`src/hw/rtl/source_sequence_gap_tracker_unit_assert.svh`:
```
// Assertion macros for the source sequence gap tracker.
// Used by the top level; relies on a clock and reset named clock and reset.
`ifndef SOURCE_SEQUENCE_GAP_TRACKER_UNIT_ASSERT_SVH
`define SOURCE_SEQUENCE_GAP_TRACKER_UNIT_ASSERT_SVH

// Same-cycle implication, quiet during reset.
`define SGT_ASSERT_NOW(lbl, ante, cons, msg) \
   lbl: assert property (@(posedge clock) disable iff (reset) (ante) |-> (cons)) \
      else $error(msg);

// Next-cycle implication, quiet during reset.
`define SGT_ASSERT_NEXT(lbl, ante, cons, msg) \
   lbl: assert property (@(posedge clock) disable iff (reset) (ante) |=> (cons)) \
      else $error(msg);

`endif

```
`src/hw/rtl/sgt_pkg.sv`:
```
// Package for the source sequence gap tracker: sizes, result codes and
// transaction types. No dependencies.
`default_nettype none
package sgt_pkg;

   localparam int SRC_ENTRIES  = 128;
   localparam int SRC_IDX_W    = $clog2(SRC_ENTRIES);
   localparam int RULE_ENTRIES = 128;
   localparam int RULE_IDX_W   = $clog2(RULE_ENTRIES);
   localparam int GAP_LIMIT    = 64;
   localparam int GAP_CNT_W    = $clog2(GAP_LIMIT + 1);
   localparam int MAP_BITS     = 256;

   localparam logic [2:0] KIND_ACCEPT = 3'd0;
   localparam logic [2:0] KIND_DENIED = 3'd1;
   localparam logic [2:0] KIND_DUP    = 3'd2;
   localparam logic [2:0] KIND_RESEND = 3'd3;
   localparam logic [2:0] KIND_RULE   = 3'd4;

   localparam logic OP_PACKET = 1'b0;
   localparam logic OP_RULE   = 1'b1;

   typedef struct packed {
      logic        operation;
      logic [31:0] host_addr;
      logic [15:0] src_port;
      logic [7:0]  packet_no;
      logic [7:0]  former_no;
      logic [6:0]  rule_index;
      logic        rule_allow;
   } sgt_req_type;

   typedef struct packed {
      logic [2:0] result_kind;
      logic [7:0] resend_no;
      logic       table_flushed;
      logic       last;
   } sgt_rsp_type;

   typedef struct packed {
      logic        allow;
      logic [31:0] addr;
   } sgt_rule_type;

   // Search key broadcast to every cell
   typedef struct packed {
      logic [31:0] addr;
      logic [15:0] port;
   } sgt_key_type;

   // Write controls broadcast to every cell
   typedef struct packed {
      logic       flush;
      logic [7:0] last;
   } sgt_cell_wr_type;

   // Status a cell reports while it holds the search token
   typedef struct packed {
      logic       stop;
      logic       found;
      logic [7:0] last;
   } sgt_cell_out_type;

endpackage
`default_nettype wire

```
`src/hw/rtl/sgt_cell.sv`:
```
// One source table cell: address, port and last packet number of one source,
// plus the search token stage. Depends on sgt_pkg.
`default_nettype none
module sgt_cell import sgt_pkg::*; (
   input  wire logic             clock,
   input  wire logic             reset,
   input  wire logic             tok_in,
   input  wire logic             wr_sel,
   input  wire sgt_key_type      key,
   input  wire sgt_cell_wr_type  wr,
   output logic                  tok_out,
   output sgt_cell_out_type      status
);

   logic        tok_ff;
   logic [31:0] addr_ff;
   logic [15:0] port_ff;
   logic [7:0]  last_ff;
   logic        empty;
   logic        match;

   // hold the entry; a write beats a flush
   always_ff @(posedge clock) begin
      if (reset) begin
         tok_ff  <= 1'b0;
         addr_ff <= '0;
         port_ff <= '0;
         last_ff <= '0;
      end else begin
         tok_ff <= tok_in;
         if (wr_sel) begin
            addr_ff <= key.addr;
            port_ff <= key.port;
            last_ff <= wr.last;
         end else if (wr.flush) begin
            addr_ff <= '0;
         end
      end
   end

   // stop the token on an empty entry or a match, else pass it on
   assign empty        = (addr_ff == '0);
   assign match        = (addr_ff == key.addr) && (port_ff == key.port);
   assign status.stop  = tok_ff & (empty | match);
   assign status.found = tok_ff & ~empty & match;
   assign status.last  = status.found ? last_ff : '0;
   assign tok_out      = tok_ff & ~empty & ~match;

endmodule
`default_nettype wire

```
`config.mk`:
```
export PLATFORM = sky130hd
export DESIGN_NAME = sgt_cell
export DESIGN_NICKNAME = d
export VERILOG_FILES = /design/src/hw/rtl/source_sequence_gap_tracker_unit_assert.svh /design/src/hw/rtl/sgt_pkg.sv /design/src/hw/rtl/sgt_cell.sv
export SDC_FILE = /design/constraint.sdc
export NUM_CORES = 1
export LEC_CHECK = 0
export BUFFER_PORTS_ARGS = -buffer_cell sky130_fd_sc_hd__buf_2
export CELL_PAD_IN_SITES_DETAIL_PLACEMENT = 0
export CELL_PAD_IN_SITES_GLOBAL_PLACEMENT = 1
export CORE_MARGIN = 3
export CORE_UTILIZATION = 39
export DETAILED_ROUTE_END_ITERATION = 10
export PLACE_DENSITY = 0.83
export RECOVER_POWER = 100
export SLEW_MARGIN = 25
export SYNTH_ARGS = -nofsm -noshare
export SYNTH_HDL_FRONTEND = slang
export SYNTH_SLANG_ARGS = --single-unit
```
`constraint.sdc`:
```
create_clock -name clock -period 1.9 [get_ports clock]
set_input_delay 0.095 -clock clock [delete_from_list [all_inputs] [get_ports clock]]
set_output_delay 0.095 -clock clock [all_outputs]
set_load 0.02 [all_outputs]
```
## Word-level counts from Yosys, hierarchy flattened

Index checks and enable logic that the tools add are counted.

- Flip-flop bits (word level): 57
- Output and inout port bits: 11
- Memory bits (read-only): 0
- Bits in writable memories: 0
- Input bits: 61
- Memories kept: 0
- Logic and storage cells: 19
- Bits in latches: 0

- Magnitude comparators: 0
- Shift-type cells: 0
- Bitwise operators: 7
- Multiply operators: 0
- $add $sub $neg: 0
- Multiplexer cells: 3
- Divide/modulo/power cells: 0
- Reduce and logical (&&, ||, !) cells: 3
- Equality and inequality tests: 2

Operators with widths:

| kind | number |
|---|---|
| 32-bit 2-to-1 mux | 2 |
| 32-bit equality test | 1 |
| 32-bit zero test | 1 |
| 16-bit equality test | 1 |
| 8-bit 2-to-1 mux | 1 |
| 1-bit AND | 4 |
| 1-bit inverter | 2 |
| 2-bit nonzero test | 1 |
| 1-bit logical AND | 1 |
| 1-bit bitwise OR | 1 |

## Depth between registers and ports, before layout

- Word-level depth: 5
- Mapped depth: 5
- Gate-level depth less buffers: 5

## Worst setup path after synthesis

OpenSTA, ideal clock, no wires.

- Kind: register to output
- From: register port_ff[15]
- To: output port status[0] (netlist name)
- Arrival time: 1.763 ns
- Buffers on the path: 0
- Required time: 1.805 ns
- Stages on the path, launching flop included: 6
- Setup slack: 0.042 ns
- Cells stage by stage: dfxtp_1 > xor2_1 > nor4_4 > nand4_1 > nor4_4 > and2_1

RTL lines:

| what | RTL line | source |
|---|---|---|
| from (decl) | sgt_cell.sv:17 | `logic [15:0] port_ff;` |
| from (signal assigned) | sgt_cell.sv:33 | `port_ff <= key.port;` |
| to (decl) | sgt_cell.sv:12 | `output sgt_cell_out_type status` |

==> flow_summary.json <==
{
  "via_per_inst": 4.95,
  "yosysSeqAreaShare_pct": 40.8,
  "clk_path_buf_depth": 2,
  "syn_nets": 369,
  "cap_violations": 0,
  "ys_types": 19,
  "yosysMostFrequentCell": "nor2_1",
  "num_vias": 2445,
  "hold_start": "wr[4]",
  "cts_buffers": 9,
  "die_x_microns": 90.7,
  "end_kind": "output pin",
  "cellPowerDensity_nw_per_um2": 810,
  "route.detailed.drc": 0,
  "syn_area_per_cell_sq_um": 9.09,
  "ant_nets": 0,
  "grt_pass1_wl_mm": 11.3,
  "synth_compound_area_share_pct": 6.30,
  "timing.rr.start": "addr_ff[19]",
  "synthSimpleGateAreaFrac_pct": 26.7,
  "clockRootBuffer": "clkbuf_8",
  "crit_arrival_ps": 2180,
  "fp.dieH_microns": 90.7,
  "grt_max_degree": 38,
  "path_class": "reg2out",
  "postLayoutSetupSlackWorst_ps": -375,
  "skew_ps": 0,
  "violations": "negative setup slack",
  "clk_latency_ps": 340,
  "cp_data_required_time_ps": 1800,
  "antenna_found_initial": 0,
  "nets": 454,
  "wl_per_cell_microns": 14.0,
  "synth_edf_count": 0,
  "grtUsageTotal_pct": 17.3,
  "critPathLaunchType": "flop",
  "hold_viol": 0,
  "slew_viol_final": 0,
  "ir_worst_vdd_mv": 0.396,
  "period_needed_ps": 2280,
  "yosys_warnings": 0,
  "p_leak_nw": 1.67,
  "synth_area_sq_um": 2800,
  "drtIter0Drc": 91,
  "fin_crit_sh_pct": 120,
  "place.gp.congestion": 0.762,
  "synthTopCellsByCount": "58 x nor2_1, 57 x dfxtp_1, 48 x xor2_1",
  "synthCells": 308,
  "yosysTopAreaCellShare_pct": 40.8,
  "drtPass1Iterations": 4,
  "grt_pass1_vias": 2400,
  "slew_headroom_pct": 34.0,
  "synth_adder_area_share_pct": 0,
  "initial_utilization_pct": 40.7,
  "rr_endpoint": "addr_ff[19]",
  "rsz0062_at_grt": "true",
  "r2r_cells": 4,
  "final_cell_area_sq_um": 3710,
  "hp-class": "in2reg",
  "hold_end": "last_ff[4]",
  "core.rowCount": 30,
  "routed_wl_mm": 6.91,
  "synth_flop_cell": "dfxtp_1",
  "synthArstFlopShare_pct": 0,
  "timing.fmax_ghz": 0.440,
  "cts.sinks": 57,
  "layout-drive-gt1-share_pct": 29.4,
  "synth_top_family_by_area": "simple AND/OR/NAND/NOR gates",
  "synth_mux_area_share_pct": 8.58,
  "cp_max_fo": 9,
  "num_antenna_cells": 0,
  "tns_ps": -3660,
  "cts_max_level": 3,
  "yosysTopAreaCell": "dfxtp_1",
  "r2r_setup_slack_ps": 990,
  "dp_hpwl_mm": 4.90,
  "pin_count": 72,
  "worst_slew_pin_slew_ps": 990,
  "core_sq_um": 6870,
  "finalSetupViolCount": 11,
  "clk_transition_reported_paths_ps": 70,
  "die_area_sq_um": 8230,
  "netlist_top_cells_area": "dfxtp_1 41%, xor2_1 15%, mux2i_1 8.6%",
  "ys_ff_latch": 57,
  "grt_overflow_total": 0,
  "status": "finished with violations",
  "whs_path_depth": 3,
  "area_growth_syn_to_layout_pct": 32.4,
  "yosys.area_share.xor_xnor_pct": 15.0,
  "place_area_sq_um": 3320,
  "portBuffers": 71,
  "cts_tree": "yes"
}
-- per-stage QoR --
step                instances  power, mW  setup WS (ps)  util [%]  hold WS (ps)
floorplan                 308       1.57           42.5         -           223
global placement          468       1.73           -104      48.3           314
detailed placement        468       1.73           -136      48.3           322
CTS                       491       3.04           -390      53.6         0.404
global route              494       3.14           -443      54.0          20.6
finish                    494       3.00           -375      54.0          4.79
-- kinds of logic after synthesis --
family / count (synthesis)
simple gates: 126
mux: 24
buf+inv: 19
flops: 57
compound gates: 34
xor+xnor: 48
-- layer usage --
layer / GRT usage (%) / vias up / wire [microns]
li1: - / 1231 / -
met1: 22.3 / 1141 / 3120
met2: 27.7 / 60 / 3280
met3: 3.83 / 13 / 371
met4: 7.65 / 0 / 138
met5: 0 / - / 0
-- sequential cells by signal, summed over array words and instances, names as in the netlist --
register and count:
addr_ff 32, port_ff 16, tok_ff 1, last_ff 8
-- layout by cell type (no fill, tap or decap), types with 2 or more instances in the layout --
| cell | n |
|---|---|
| a21oi_1 | 32 |
| and2_1 | 7 |
| buf_2 | 59 |
| buf_4 | 11 |
| buf_6 | 10 |
| bufinv_16 | 2 |
| clkbuf_1 | 3 |
| clkbuf_2 | 3 |
| clkbuf_8 | 11 |
| clkinv_2 | 2 |
| dfxtp_1 | 55 |
| dfxtp_2 | 2 |
| dlygate4sd3_1 | 7 |
| mux2i_1 | 24 |
| nand4_1 | 5 |
| nor2_1 | 57 |
| nor3b_1 | 31 |
| nor4_1 | 10 |
| nor4_2 | 9 |
| nor4_4 | 2 |
| xor2_1 | 48 |
-- power by group --
| group | total, mW | switching [mW] | internal (mW) |
|---|---|---|---|
| registers | 1.31 | 0.0460 | 1.26 |
| logic | 0.410 | 0.218 | 0.192 |
| clock network | 1.29 | 0.482 | 0.805 |
-- worst max-delay path: stages (launching register included) --
cell	delay, ps
dfxtp_1	320
buf_4	130
nor4_1	360
buf_4	180
nand4_1	120
o21ai_2	230
nor4_4	70
buf_6	140
and2_1	170
buf_6	130
-- how the worst max path moves through the flow --
stage                start        end  slack (ps)  cells after the start
2_1_floorplan  port_ff[15]  status[0]          40                      5
3_3_place_gp    addr_ff[6]  status[2]        -100                      7
3_5_place_dp    addr_ff[6]  status[4]        -140                      7
4_1_cts         addr_ff[7]  status[4]        -390                      7
5_1_grt         addr_ff[7]  status[0]        -440                      7
6_report       addr_ff[19]  status[4]        -380                      9
-- what timing repair did --
action | CTS | global route
hold endpoints to repair | 7 | 0
gates cloned | 0 | 0
setup buffers | 0 | 3
hold buffers | 7 | 0
pin swaps | 2 | 5
setup endpoints to repair | 11 | 11
resized for setup | 18 | 12
-- cell type report --
type                       count  area (sq um)
fill                         660          3160
clock buffer                  11           151
multi-input combinational    232          1630
timing repair buffer          93           587
tap                           96           120
clock inverter                 5          77.6
sequential                    57          1140
No activity file was read; power rests on OpenSTA's default activity.
