$ cat src/hw/rtl/source_sequence_gap_tracker_unit_assert.svh
// Assertion macros for the source sequence gap tracker.
// Used by the top level; relies on a clock and reset named clock and reset.
`ifndef SOURCE_SEQUENCE_GAP_TRACKER_UNIT_ASSERT_SVH
`define SOURCE_SEQUENCE_GAP_TRACKER_UNIT_ASSERT_SVH

// Same-cycle implication, quiet during reset.
`define SGT_ASSERT_NOW(lbl, ante, cons, msg) \
   lbl: assert property (@(posedge clock) disable iff (reset) (ante) |-> (cons)) \
      else $error(msg);

// Next-cycle implication, quiet during reset.
`define SGT_ASSERT_NEXT(lbl, ante, cons, msg) \
   lbl: assert property (@(posedge clock) disable iff (reset) (ante) |=> (cons)) \
      else $error(msg);

`endif

$ cat src/hw/rtl/sgt_ram.sv
// Generic single-write, single-read RAM with registered read data.
// No dependencies.
`default_nettype none
module sgt_ram #(
   parameter int WIDTH = 8,
   parameter int DEPTH = 16
) (
   input  wire logic                     clock,
   input  wire logic                     wr_en,
   input  wire logic [$clog2(DEPTH)-1:0] wr_addr,
   input  wire logic [WIDTH-1:0]         wr_data,
   input  wire logic [$clog2(DEPTH)-1:0] rd_addr,
   output logic      [WIDTH-1:0]         rd_data
);

   logic [WIDTH-1:0] mem [DEPTH];
   logic [WIDTH-1:0] rd_data_ff;

   // write port and registered read
   always_ff @(posedge clock) begin
      if (wr_en) begin
         mem[wr_addr] <= wr_data;
      end
      rd_data_ff <= mem[rd_addr];
   end

   assign rd_data = rd_data_ff;

endmodule
`default_nettype wire

$ cat config.mk
export PLATFORM = sky130hd
export DESIGN_NAME = sgt_ram
export DESIGN_NICKNAME = d
export VERILOG_FILES = /design/src/hw/rtl/source_sequence_gap_tracker_unit_assert.svh /design/src/hw/rtl/sgt_ram.sv
export SDC_FILE = /design/constraint.sdc
export NUM_CORES = 1
export LEC_CHECK = 0
export BUFFER_PORTS_ARGS = -buffer_cell sky130_fd_sc_hd__buf_2
export CAP_MARGIN = 20
export CORE_ASPECT_RATIO = 1.2
export CORE_MARGIN = 8
export CORE_UTILIZATION = 30
export CTS_CLUSTER_SIZE = 20
export DETAILED_ROUTE_END_ITERATION = 8
export PLACE_DENSITY = 0.51
export REMOVE_ABC_BUFFERS = 1
export SETUP_SLACK_MARGIN = 0.05
export SLEW_MARGIN = 20
export SYNTH_ARGS = -nofsm -noshare
export SYNTH_HDL_FRONTEND = slang
export SYNTH_SLANG_ARGS = --single-unit
$ cat constraint.sdc
create_clock -name clock -period 2.4 [get_ports clock]
set_input_delay 0.48 -clock clock [delete_from_list [all_inputs] [get_ports clock]]
set_output_delay 0.48 -clock clock [all_outputs]
set_load 0.02 [all_outputs]
After elaboration in Yosys (flattened, before gate mapping). Memories as Yosys holds them, arrays and structs flattened. A register that Yosys moved wholly into a read port is not among the register bits. Index checks and enable logic that the tools add are counted.

Register bits after elaboration: 0. RAM bits: 128. Input bits: 18. Output and inout bits: 8. Memories kept: 1.

Muxes and demuxes: 2.

Memory list: mem (depth 16, width 8, rd ports 1, clocked after memory_dff 1, wr ports 1, line sgt_ram.sv:16) `logic [WIDTH-1:0] mem [DEPTH];`.

Operators with widths (count): $mux 1 (2).

Longest topological paths before layout. Gate-level depths: netlist of run 1.

Depth in word-level cells: 2. Depth in mapped cells: 5. Depth with buffers taken out: 3.

Least setup slack after synthesis of run 1. Ideal clock, no wire load.

Path type: input to register. Start: input port wr_addr[2]. End: memory mem[0][0], enable pin. Setup time: 0.383 ns. Arrival: 1.590 ns. Required time: 2.017 ns. Slack: 0.427 ns. Cell stages on the path: 2. Buffers on the path: 0. Cell sequence: or3b_2 nor3_1.

RTL lines: from (decl) (line sgt_ram.sv:10) `input wire logic [$clog2(DEPTH)-1:0] wr_addr,`; to (decl) (line sgt_ram.sv:16).

Straight into the memory's write port.

==> results of run 1 <==
[sequential cells by signal, summed over array words and instances (netlist names)]
register	cells
mem	128
rd_data	8
[cell families after synthesis]
| logic type | after synthesis | share of synthesized area |
|---|---|---|
| DFF | 136 | 0.778 |
| and+or+nand+nor | 35 | 0.0318 |
| muxes | 32 | 0.150 |
| AOI/OAI and AO/OA | 16 | 0.0233 |
| buffers and inverters | 10 | 0.0168 |
[final cells by class]
class                           instances  area (sq um)
Clock inverter                         14           158
Multi-Input combinational cell         83          1060
Clock buffer                           18           429
Tap cell                              216           270
Timing Repair Buffer                   46           308
Fill cell                            1536         10600
Sequential cell                       136          4000
[power groups by stage]
stage | registers [mW] | logic [mW] | clock network [mW]
floorplan | 2.74 | 0.106 | 0
finish | 2.67 | 0.264 | 2.53
CTS | 2.67 | 0.272 | 2.57
detailed placement | 2.72 | 0.272 | 0
global route | 2.68 | 0.285 | 2.67
global placement | 2.72 | 0.268 | 0
[placed cells by master, fill, tap and decap left out]
cell type     n
and2b_1       1
nand3_1       1
clkbuf_16    17
mux4_1       14
clkinv_4      1
buf_4        19
a22oi_1      16
nand2_1       9
and2_1        1
edfxtp_1    128
clkinv_1      3
or3b_2        1
buf_2        25
nor2b_1       1
clkinvlp_4    5
mux4_2       18
dfxtp_1       8
clkinv_2      2
nand2b_1      2
nor3_1        4
nand3b_1      2
bufinv_16     3
buf_12        2
clkbuf_1      1
nor2_1       13
[stage by stage]
step                      instances  instance area (sq um)  hold slack (ps)  setup slack, ps
after floorplan                 219                   5060              579              427
after global placement          481                   5640              656              375
after detailed placement        481                   5640              660              387
after CTS                       513                   6230              444              818
after global routing            513                   6230              453              778
final                           513                   6230              463              837
[per-layer routing]
layer,part of all wire,up-vias
li1,-,1083
met1,0.46,1251
met2,0.49,46
met3,0.039,14
met4,0.011,0
met5,0,-
[path summary, 6_finish.rpt]
| path | startpoint | end | slack (ps) | cells after the start |
|---|---|---|---|---|
| max | rd_addr[0] | rd_data[4]$_DFF_P_ | 840 | 5 |
| min | wr_data[1] | mem[6][1]$_DFFE_PP_ | 460 | 1 |
| min reg2reg | mem[12][6]$_DFFE_PP_ | rd_data[6]$_DFF_P_ | 670 | 3 |
| max reg2reg | mem[10][4]$_DFFE_PP_ | rd_data[4]$_DFF_P_ | 1040 | 3 |
==> flow_summary.ini, run 1 <==
[run_status]
status = completed

[clocking]
ctsResizeCount = 0
ctsHoldBuffers = 0
cts_made_buffers = 17
path_clk_slew_ps = 60
clock_path_buffers = 2
cts_root_buffer = clkbuf_16
insertion_delay_ps = 410
cts_tree = done
cts.sinks = 136
postCtsSetupBuffers = 0
htreeDepth = 4

[floorplan]
fp.dieW_microns = 136
ioPinCount = 26
core_area_sq_mm = 0.0169
die-height_microns = 159
initial_core_util = 0.305
fp.dieArea_sq_mm = 0.0216
rows = 52

[detailed_routing]
ant_nets = 0
totalWireLength_microns = 10200
first_pass_iters = 4
vias_per_cell = 4.67
first_iter_violations = 117
drcViolationCount = 0
vias = 2394
routedWlPerCell_microns = 19.9

[global_routing]
grt_pass1_wl_microns = 15300
antenna_found_initial = 0
use_met1 = 0.120
grt_overflow = 0
gr-usage-met3 = 0.0363
grt_max_degree = 33
grt_pass1_vias = 2512
busiest_layer = met2
grt_usage = 0.0991
use_met2 = 0.158

[min_path]
hp-class = input pin to flip-flop

[synthesis]
yosysUniqueCellTypes = 19
syn_area_sq_mm = 0.00515
synth_top_area_frac = 0.747
seq_area_frac_synth = 0.778
synth-main-ff-cell = edfxtp_1
synth-edff-count = 128
synth_area_leaders = edfxtp_1, mux4_2, mux4_1, dfxtp_1, a22oi_1
syn_inst = 229
async_flop_share = 0
syn_avg_cell_area_sq_um = 22.5
ys_ff_latch = 136
yosysTopAreaCell = edfxtp_1
synth.most_common_cell = edfxtp_1
yosysWarnings = 0
synth_common_cells = edfxtp_1, mux4_2, a22oi_1

[finish]
area_delta_synth_final_pct = 21.0
finish.utilization = 0.369
fin_nets = 302
diodes = 0
drive_gt1_frac = 0.313

[placed_design]
hpwl_microns = 6720
gp_congestion = 0.675
io_buffer_count = 25

[timing]
max_clock_freq_mhz = 640
tightest_slew_ps = 656
fin_crit_ps = 1560
fin_crit_sh = 0.651
skew_ps = 8.01
setup-violations-final = 0
finalHoldViolCount = 0
max_slew_margin = 0.561
setup_tns_ps = 0
rsz0062_at_grt = no
final_max_slew_viol_count = 0

[setup_path]
cp_num_buf_inv = 2
worst_setup_path_start_kind = input pin
cpPeakStageDelay_ps = 610
critPathKind = input pin to flip-flop
required_ps = 2690
arrival_ps = 1850
endpoint_kind = flip-flop
critPathTopFamily = multiplexers
cp_cell_sequence = buf_2, buf_12, mux4_1, a22oi_1, nand2_1
cp_max_fo = 32
critPathSlowestCell = mux4_1

[power_and_ir_drop]
internal_power_mw = 4.38
power_density_mw_per_mm2 = 878
ir_drop_mv = 0.495
switching_power_mw = 1.08
clockPowerShare = 0.462
power_mw = 5.46
power_frac_seq = 0.489
p_sw_frac = 0.198
leakagePower_nw = 2.08
pwr-share-comb = 0.048

[flow_run]
cap_violations = 0
(Power assumes the default switching activity.)
==> run 2: changes to the inputs <==
- PLACE_DENSITY: 0.51 -> 0.52
- clock period: 2.4 -> 1.34 ns (I/O delays scaled with it)
==> run 2 against run 1 <==
Clock-buffer cell count rose by 9; critical path depth fell by 1; die area did not move; clock power rose by 67%; cell count rose by 3.3%; wire length rose by 6.7%; worst hold slack got worse by 200 ps; utilization rose by 1.0 points; clock skew fell by 3.5 ps; non-clock buffer count rose by 17; via count rose by 4.1%.
==> flow_summary.ini, run 2 (synthesized netlist as in run 1, its figures left out) <==
[run_status]
status = completed

[floorplan]
die-height_microns = 159
initial_core_util = 0.305
core_area_sq_mm = 0.0169
ioPinCount = 26
fp.dieW_microns = 136
rows = 52
fp.dieArea_sq_mm = 0.0216

[setup_path]
cpPeakStageDelay_ps = 470
cp_num_buf_inv = 1
critPathTopFamily = multiplexers
arrival_ps = 1580
required_ps = 1620
endpoint_kind = flip-flop
cp_max_fo = 1
crit_start = mem[9][0]$_DFFE_PP_
cp_cell_sequence = mux4_2, a22oi_2, buf_4, nand2_2
critPathKind = flip-flop to flip-flop
r2r-start = mem[9][0]$_DFFE_PP_
worst_setup_path_start_kind = flip-flop
critPathSlowestCell = mux4_2

[timing]
setup-violations-final = 0
setup_tns_ps = 0
final_max_slew_viol_count = 0
finalHoldViolCount = 0
fin_crit_sh = 0.969
setup_slack_ps = 41.6
fin_crit_ps = 1300
skew_ps = 4.53
max_clock_freq_mhz = 770
max_slew_margin = 0.266
tightest_slew_ps = 1100
rsz0062_at_grt = yes

[global_routing]
grt_overflow = 0
use_met1 = 0.133
busiest_layer = met2
grt_pass1_vias = 2758
grt_usage = 0.106
grt_pass1_wl_microns = 16600
antenna_found_initial = 0
grt_max_degree = 17
use_met2 = 0.167
gr-usage-met3 = 0.0328

[detailed_routing]
vias = 2491
first_iter_violations = 217
ant_nets = 0
first_pass_iters = 4
routedWlPerCell_microns = 20.5
vias_per_cell = 4.70
drcViolationCount = 0
totalWireLength_microns = 10900

[clocking]
clock_path_buffers = 2
htreeDepth = 4
ctsHoldBuffers = 0
path_clk_slew_ps = 50
cts.sinks = 136
cts_made_buffers = 17
cts_tree = done
insertion_delay_ps = 400
cts_root_buffer = clkbuf_16

[finish]
fin_nets = 319
final_cell_mix = edfxtp_1, buf_4, mux4_2, buf_2, clkbuf_16
diodes = 0
largest-register = mem
final_common_cell = edfxtp_1
stdcell_count = 530
drive_gt1_frac = 0.404
area_delta_synth_final_pct = 24.4
largest_register_ff_count = 128
design_area_sq_mm = 0.00640

[min_path]
hp-class = input pin to flip-flop
holdCritStartpoint = wr_data[3]

[placed_design]
dp_slack_ps = -402
hpwl_microns = 7050
io_buffer_count = 25
gp_congestion = 0.691
dpl_cell_area_sq_mm = 0.00579
dp_cells = 494

[power_and_ir_drop]
leakagePower_nw = 2.16
power_density_mw_per_mm2 = 1500
ir_drop_mv = 0.826

[flow_run]
cap_violations = 0
run 2: changes by cell type in the layout (fill, tap and decap cells not counted), moves of 2 or more:
cell        previous run  this run
a22oi_2                0        12
clkbuf_1               1         7
clkbuf_8               0         3
a22oi_1               16         4
buf_4                 19        31
buf_12                 2         6
bufinv_16              3         1
mux4_2                18        25
mux4_1                14         7
clkinvlp_4             5         0
clkinv_1               3         1
run 2: worst register-to-register path, stage by stage (launching register included):
cell,delay (ps)
edfxtp_1,380
mux4_2,470
a22oi_2,170
buf_4,140
nand2_2,40
run 2: repair_timing:
action                                  4_1_cts  5_1_grt
pin swaps                                     3        7
setup buffers                                 0        4
endpoints found under the setup margin        8        8
gates resized for setup                       7       15
run 2: final timing paths:
path | to | slack, ps | cells after the start
min reg2reg | rd_data[5]$_DFF_P_ | 670 | 3
max reg2reg | rd_data[0]$_DFF_P_ | 40 | 4
max | rd_data[0]$_DFF_P_ | 40 | 4
min | mem[3][3]$_DFFE_PP_ | 260 | 1
run 2: metal layers:
| metal | share of wire | up-vias |
|---|---|---|
| li1 | - | 1108 |
| met1 | 0.46 | 1326 |
| met2 | 0.49 | 48 |
| met3 | 0.039 | 9 |
| met4 | 0.0093 | 0 |
| met5 | 0 | - |
run 2: where the power goes:
part	total, mW	switching [mW]	leakage, nW	internal (mW)
registers	4.79	0.0289	1.22	4.76
logic	0.568	0.310	0.666	0.258
clock network	4.23	1.54	0.267	2.69
run 2: cell type report:
| type | count | area [sq um] |
|---|---|---|
| fillers | 1517 | 10500 |
| flip-flops and latches | 136 | 4000 |
| multi-input cells | 83 | 1100 |
| clock buffers | 27 | 493 |
| repair buffers | 63 | 489 |
| well taps | 216 | 270 |
| clock inverters | 5 | 48.8 |
run 2: metrics by stage:
step,total power [mW],util,hold slack (ps)
global route,9.90,0.380,255
floorplan,5.09,-,367
finish,9.59,0.380,263
CTS,9.64,0.377,252
detailed placement,5.41,0.343,652
global placement,5.40,0.343,662
==> run 3: changes to the inputs <==
- BUFFER_PORTS_ARGS: -buffer_cell sky130_fd_sc_hd__buf_2 -> -buffer_cell sky130_fd_sc_hd__clkbuf_2
==> run 3 against run 2 <==
Setup slack better by 8.7 ps; clock skew is 1.1 ps lower; fmax is 0.68% higher; sequential power hardly changed; combinational power is 6.0% lower; cell count is 1.7% lower; register-to-register slack hardly changed; wire length is 3.4% lower; sequential share of layout area is 0.37 points higher; clock-buffer cell count is 2 lower.
==> flow_summary.ini, run 3 (synthesized netlist as in run 1, its figures left out) <==
[floorplan]
die-height_microns = 159
fp.dieW_microns = 136
core_area_sq_mm = 0.0169
initial_core_util = 0.305
ioPinCount = 26
rows = 52
fp.dieArea_sq_mm = 0.0216

[setup_path]
required_ps = 1630
endpoint_kind = flip-flop
r2r_slack_ps = 50
arrival_ps = 1580
cpPeakStageDelay_ps = 490
worst_setup_path_start_kind = flip-flop
critPathSlowestCell = mux4_2
ff2ff_path_depth = 3
timing.rr.end = rd_data[7]$_DFF_P_
cp_max_fo = 1
crit_end = rd_data[7]$_DFF_P_
cp_cell_sequence = mux4_2, a22oi_2, nand2_1
crit_start = mem[3][7]$_DFFE_PP_
critPathKind = flip-flop to flip-flop
r2r-start = mem[3][7]$_DFFE_PP_

[clocking]
postCtsSetupBuffers = 0
insertion_delay_ps = 400
ctsHoldBuffers = 0
cts_made_buffers = 17
cts_root_buffer = clkbuf_16
clock_path_buffers = 2
cts.sinks = 136
htreeDepth = 4
path_clk_slew_ps = 60
cts_tree = done

[detailed_routing]
totalWireLength_microns = 10500
first_iter_violations = 163
drcViolationCount = 0
routedWlPerCell_microns = 20.2
ant_nets = 0
vias = 2442
vias_per_cell = 4.69
first_pass_iters = 4

[power_and_ir_drop]
internal_power_mw = 8.21
switching_power_mw = 1.96
power_frac_seq = 0.471
pwr-share-comb = 0.053
leakagePower_nw = 2.12
ir_drop_mv = 0.800
power_density_mw_per_mm2 = 1600
power_mw = 10.2
p_sw_frac = 0.193
clockPowerShare = 0.476

[global_routing]
antenna_found_initial = 0
grt_pass1_wl_microns = 16200
grt_usage = 0.102
grt_overflow = 0
grt_pass1_vias = 2758
grt_max_degree = 18

[placed_design]
io_buffer_count = 25
gp_congestion = 0.672
hpwl_microns = 6730
dp_slack_ps = -404

[finish]
drive_gt1_frac = 0.430
largest_register_ff_count = 128
diodes = 0
final_common_cell = edfxtp_1
fin_nets = 310
area_delta_synth_final_pct = 23.6
largest-register = mem
final_cell_mix = edfxtp_1, mux4_2, buf_4

[timing]
max_clock_freq_mhz = 775
tightest_slew_ps = 991
fin_crit_sh = 0.962
setup-violations-final = 0
hold_slack_ps = 298
rsz0062_at_grt = yes
setup_slack_ps = 50.3
finalHoldViolCount = 0
fin_crit_ps = 1290
max_slew_margin = 0.337
skew_ps = 3.46
final_max_slew_viol_count = 0

[run_status]
status = completed

[flow_run]
cap_violations = 0

[min_path]
hp-class = input pin to flip-flop
## run 3: cell types whose count changed in the layout (fill, tap and decap cells not counted), moves of 2 or more
cell / before / now
buf_2: 25 / 0
clkbuf_2: 0 / 25
mux4_1: 7 / 1
mux4_2: 25 / 31
buf_4: 31 / 26
clkbuf_1: 7 / 2
buf_12: 6 / 3
clkbuf_8: 3 / 6
a22oi_1: 4 / 2
a22oi_2: 12 / 14
bufinv_16: 1 / 3
## run 3: stage by stage
step / instances / area, sq um / TNS [ps] / utilization
finish: 521 / 6360 / 0 / 0.378
global route: 521 / 6360 / 0 / 0.378
CTS: 521 / 6370 / 0 / 0.378
detailed placement: 489 / 5710 / -11200 / 0.339
global placement: 489 / 5710 / -10050 / 0.339
floorplan: 219 / 5060 / -9960 / -
## run 3: area by class of cell
class                   instances  area [sq um]
flip-flops and latches        136          4000
fillers                      1524         10500
multi-input cells              83          1080
repair buffers                 54           380
clock inverters                 7           113
clock buffers                  25           515
well taps                     216           270
## run 3: how the worst min path moves through the flow
stage                    startpoint                  end  slack (ps)  cells after the start
4_1_cts                  wr_data[1]  mem[8][1]$_DFFE_PP_         290                      1
3_5_place_dp   mem[12][2]$_DFFE_PP_   rd_data[2]$_DFF_P_         660                      3
5_1_grt                  wr_data[6]  mem[7][6]$_DFFE_PP_         310                      1
2_1_floorplan            wr_data[0]  mem[0][0]$_DFFE_PP_         370                      0
3_3_place_gp   mem[15][2]$_DFFE_PP_   rd_data[2]$_DFF_P_         660                      3
6_report                 wr_data[6]  mem[7][6]$_DFFE_PP_         300                      1
## run 3: critical path: cells and delay by family, from the launching register on
kind            cells  cell delay (ps)
flops               1              360
simple gates        1              100
compound gates      1              230
mux                 1              490
## run 3: timing repair
action	in CTS	in global routing
gates resized for setup	7	21
setup endpoints to repair	7	8
pin swaps	3	6
## run 3: power by group through the flow
stage	Combinational [mW]	Clock, mW	Sequential [mW]
floorplan	0.191	0	4.90
global placement	0.500	0	4.87
detailed placement	0.512	0	4.87
CTS	0.526	4.93	4.79
global route	0.584	5.10	4.79
finish	0.534	4.84	4.79
## run 3: routing by layer
metal / routed length, microns / global-route usage / share of wire
met1: 4830 / 0.128 / 0.46
met3: 496 / 0.0369 / 0.047
met5: 0 / 0 / 0
met4: 133 / 0.0319 / 0.013
met2: 5060 / 0.159 / 0.48
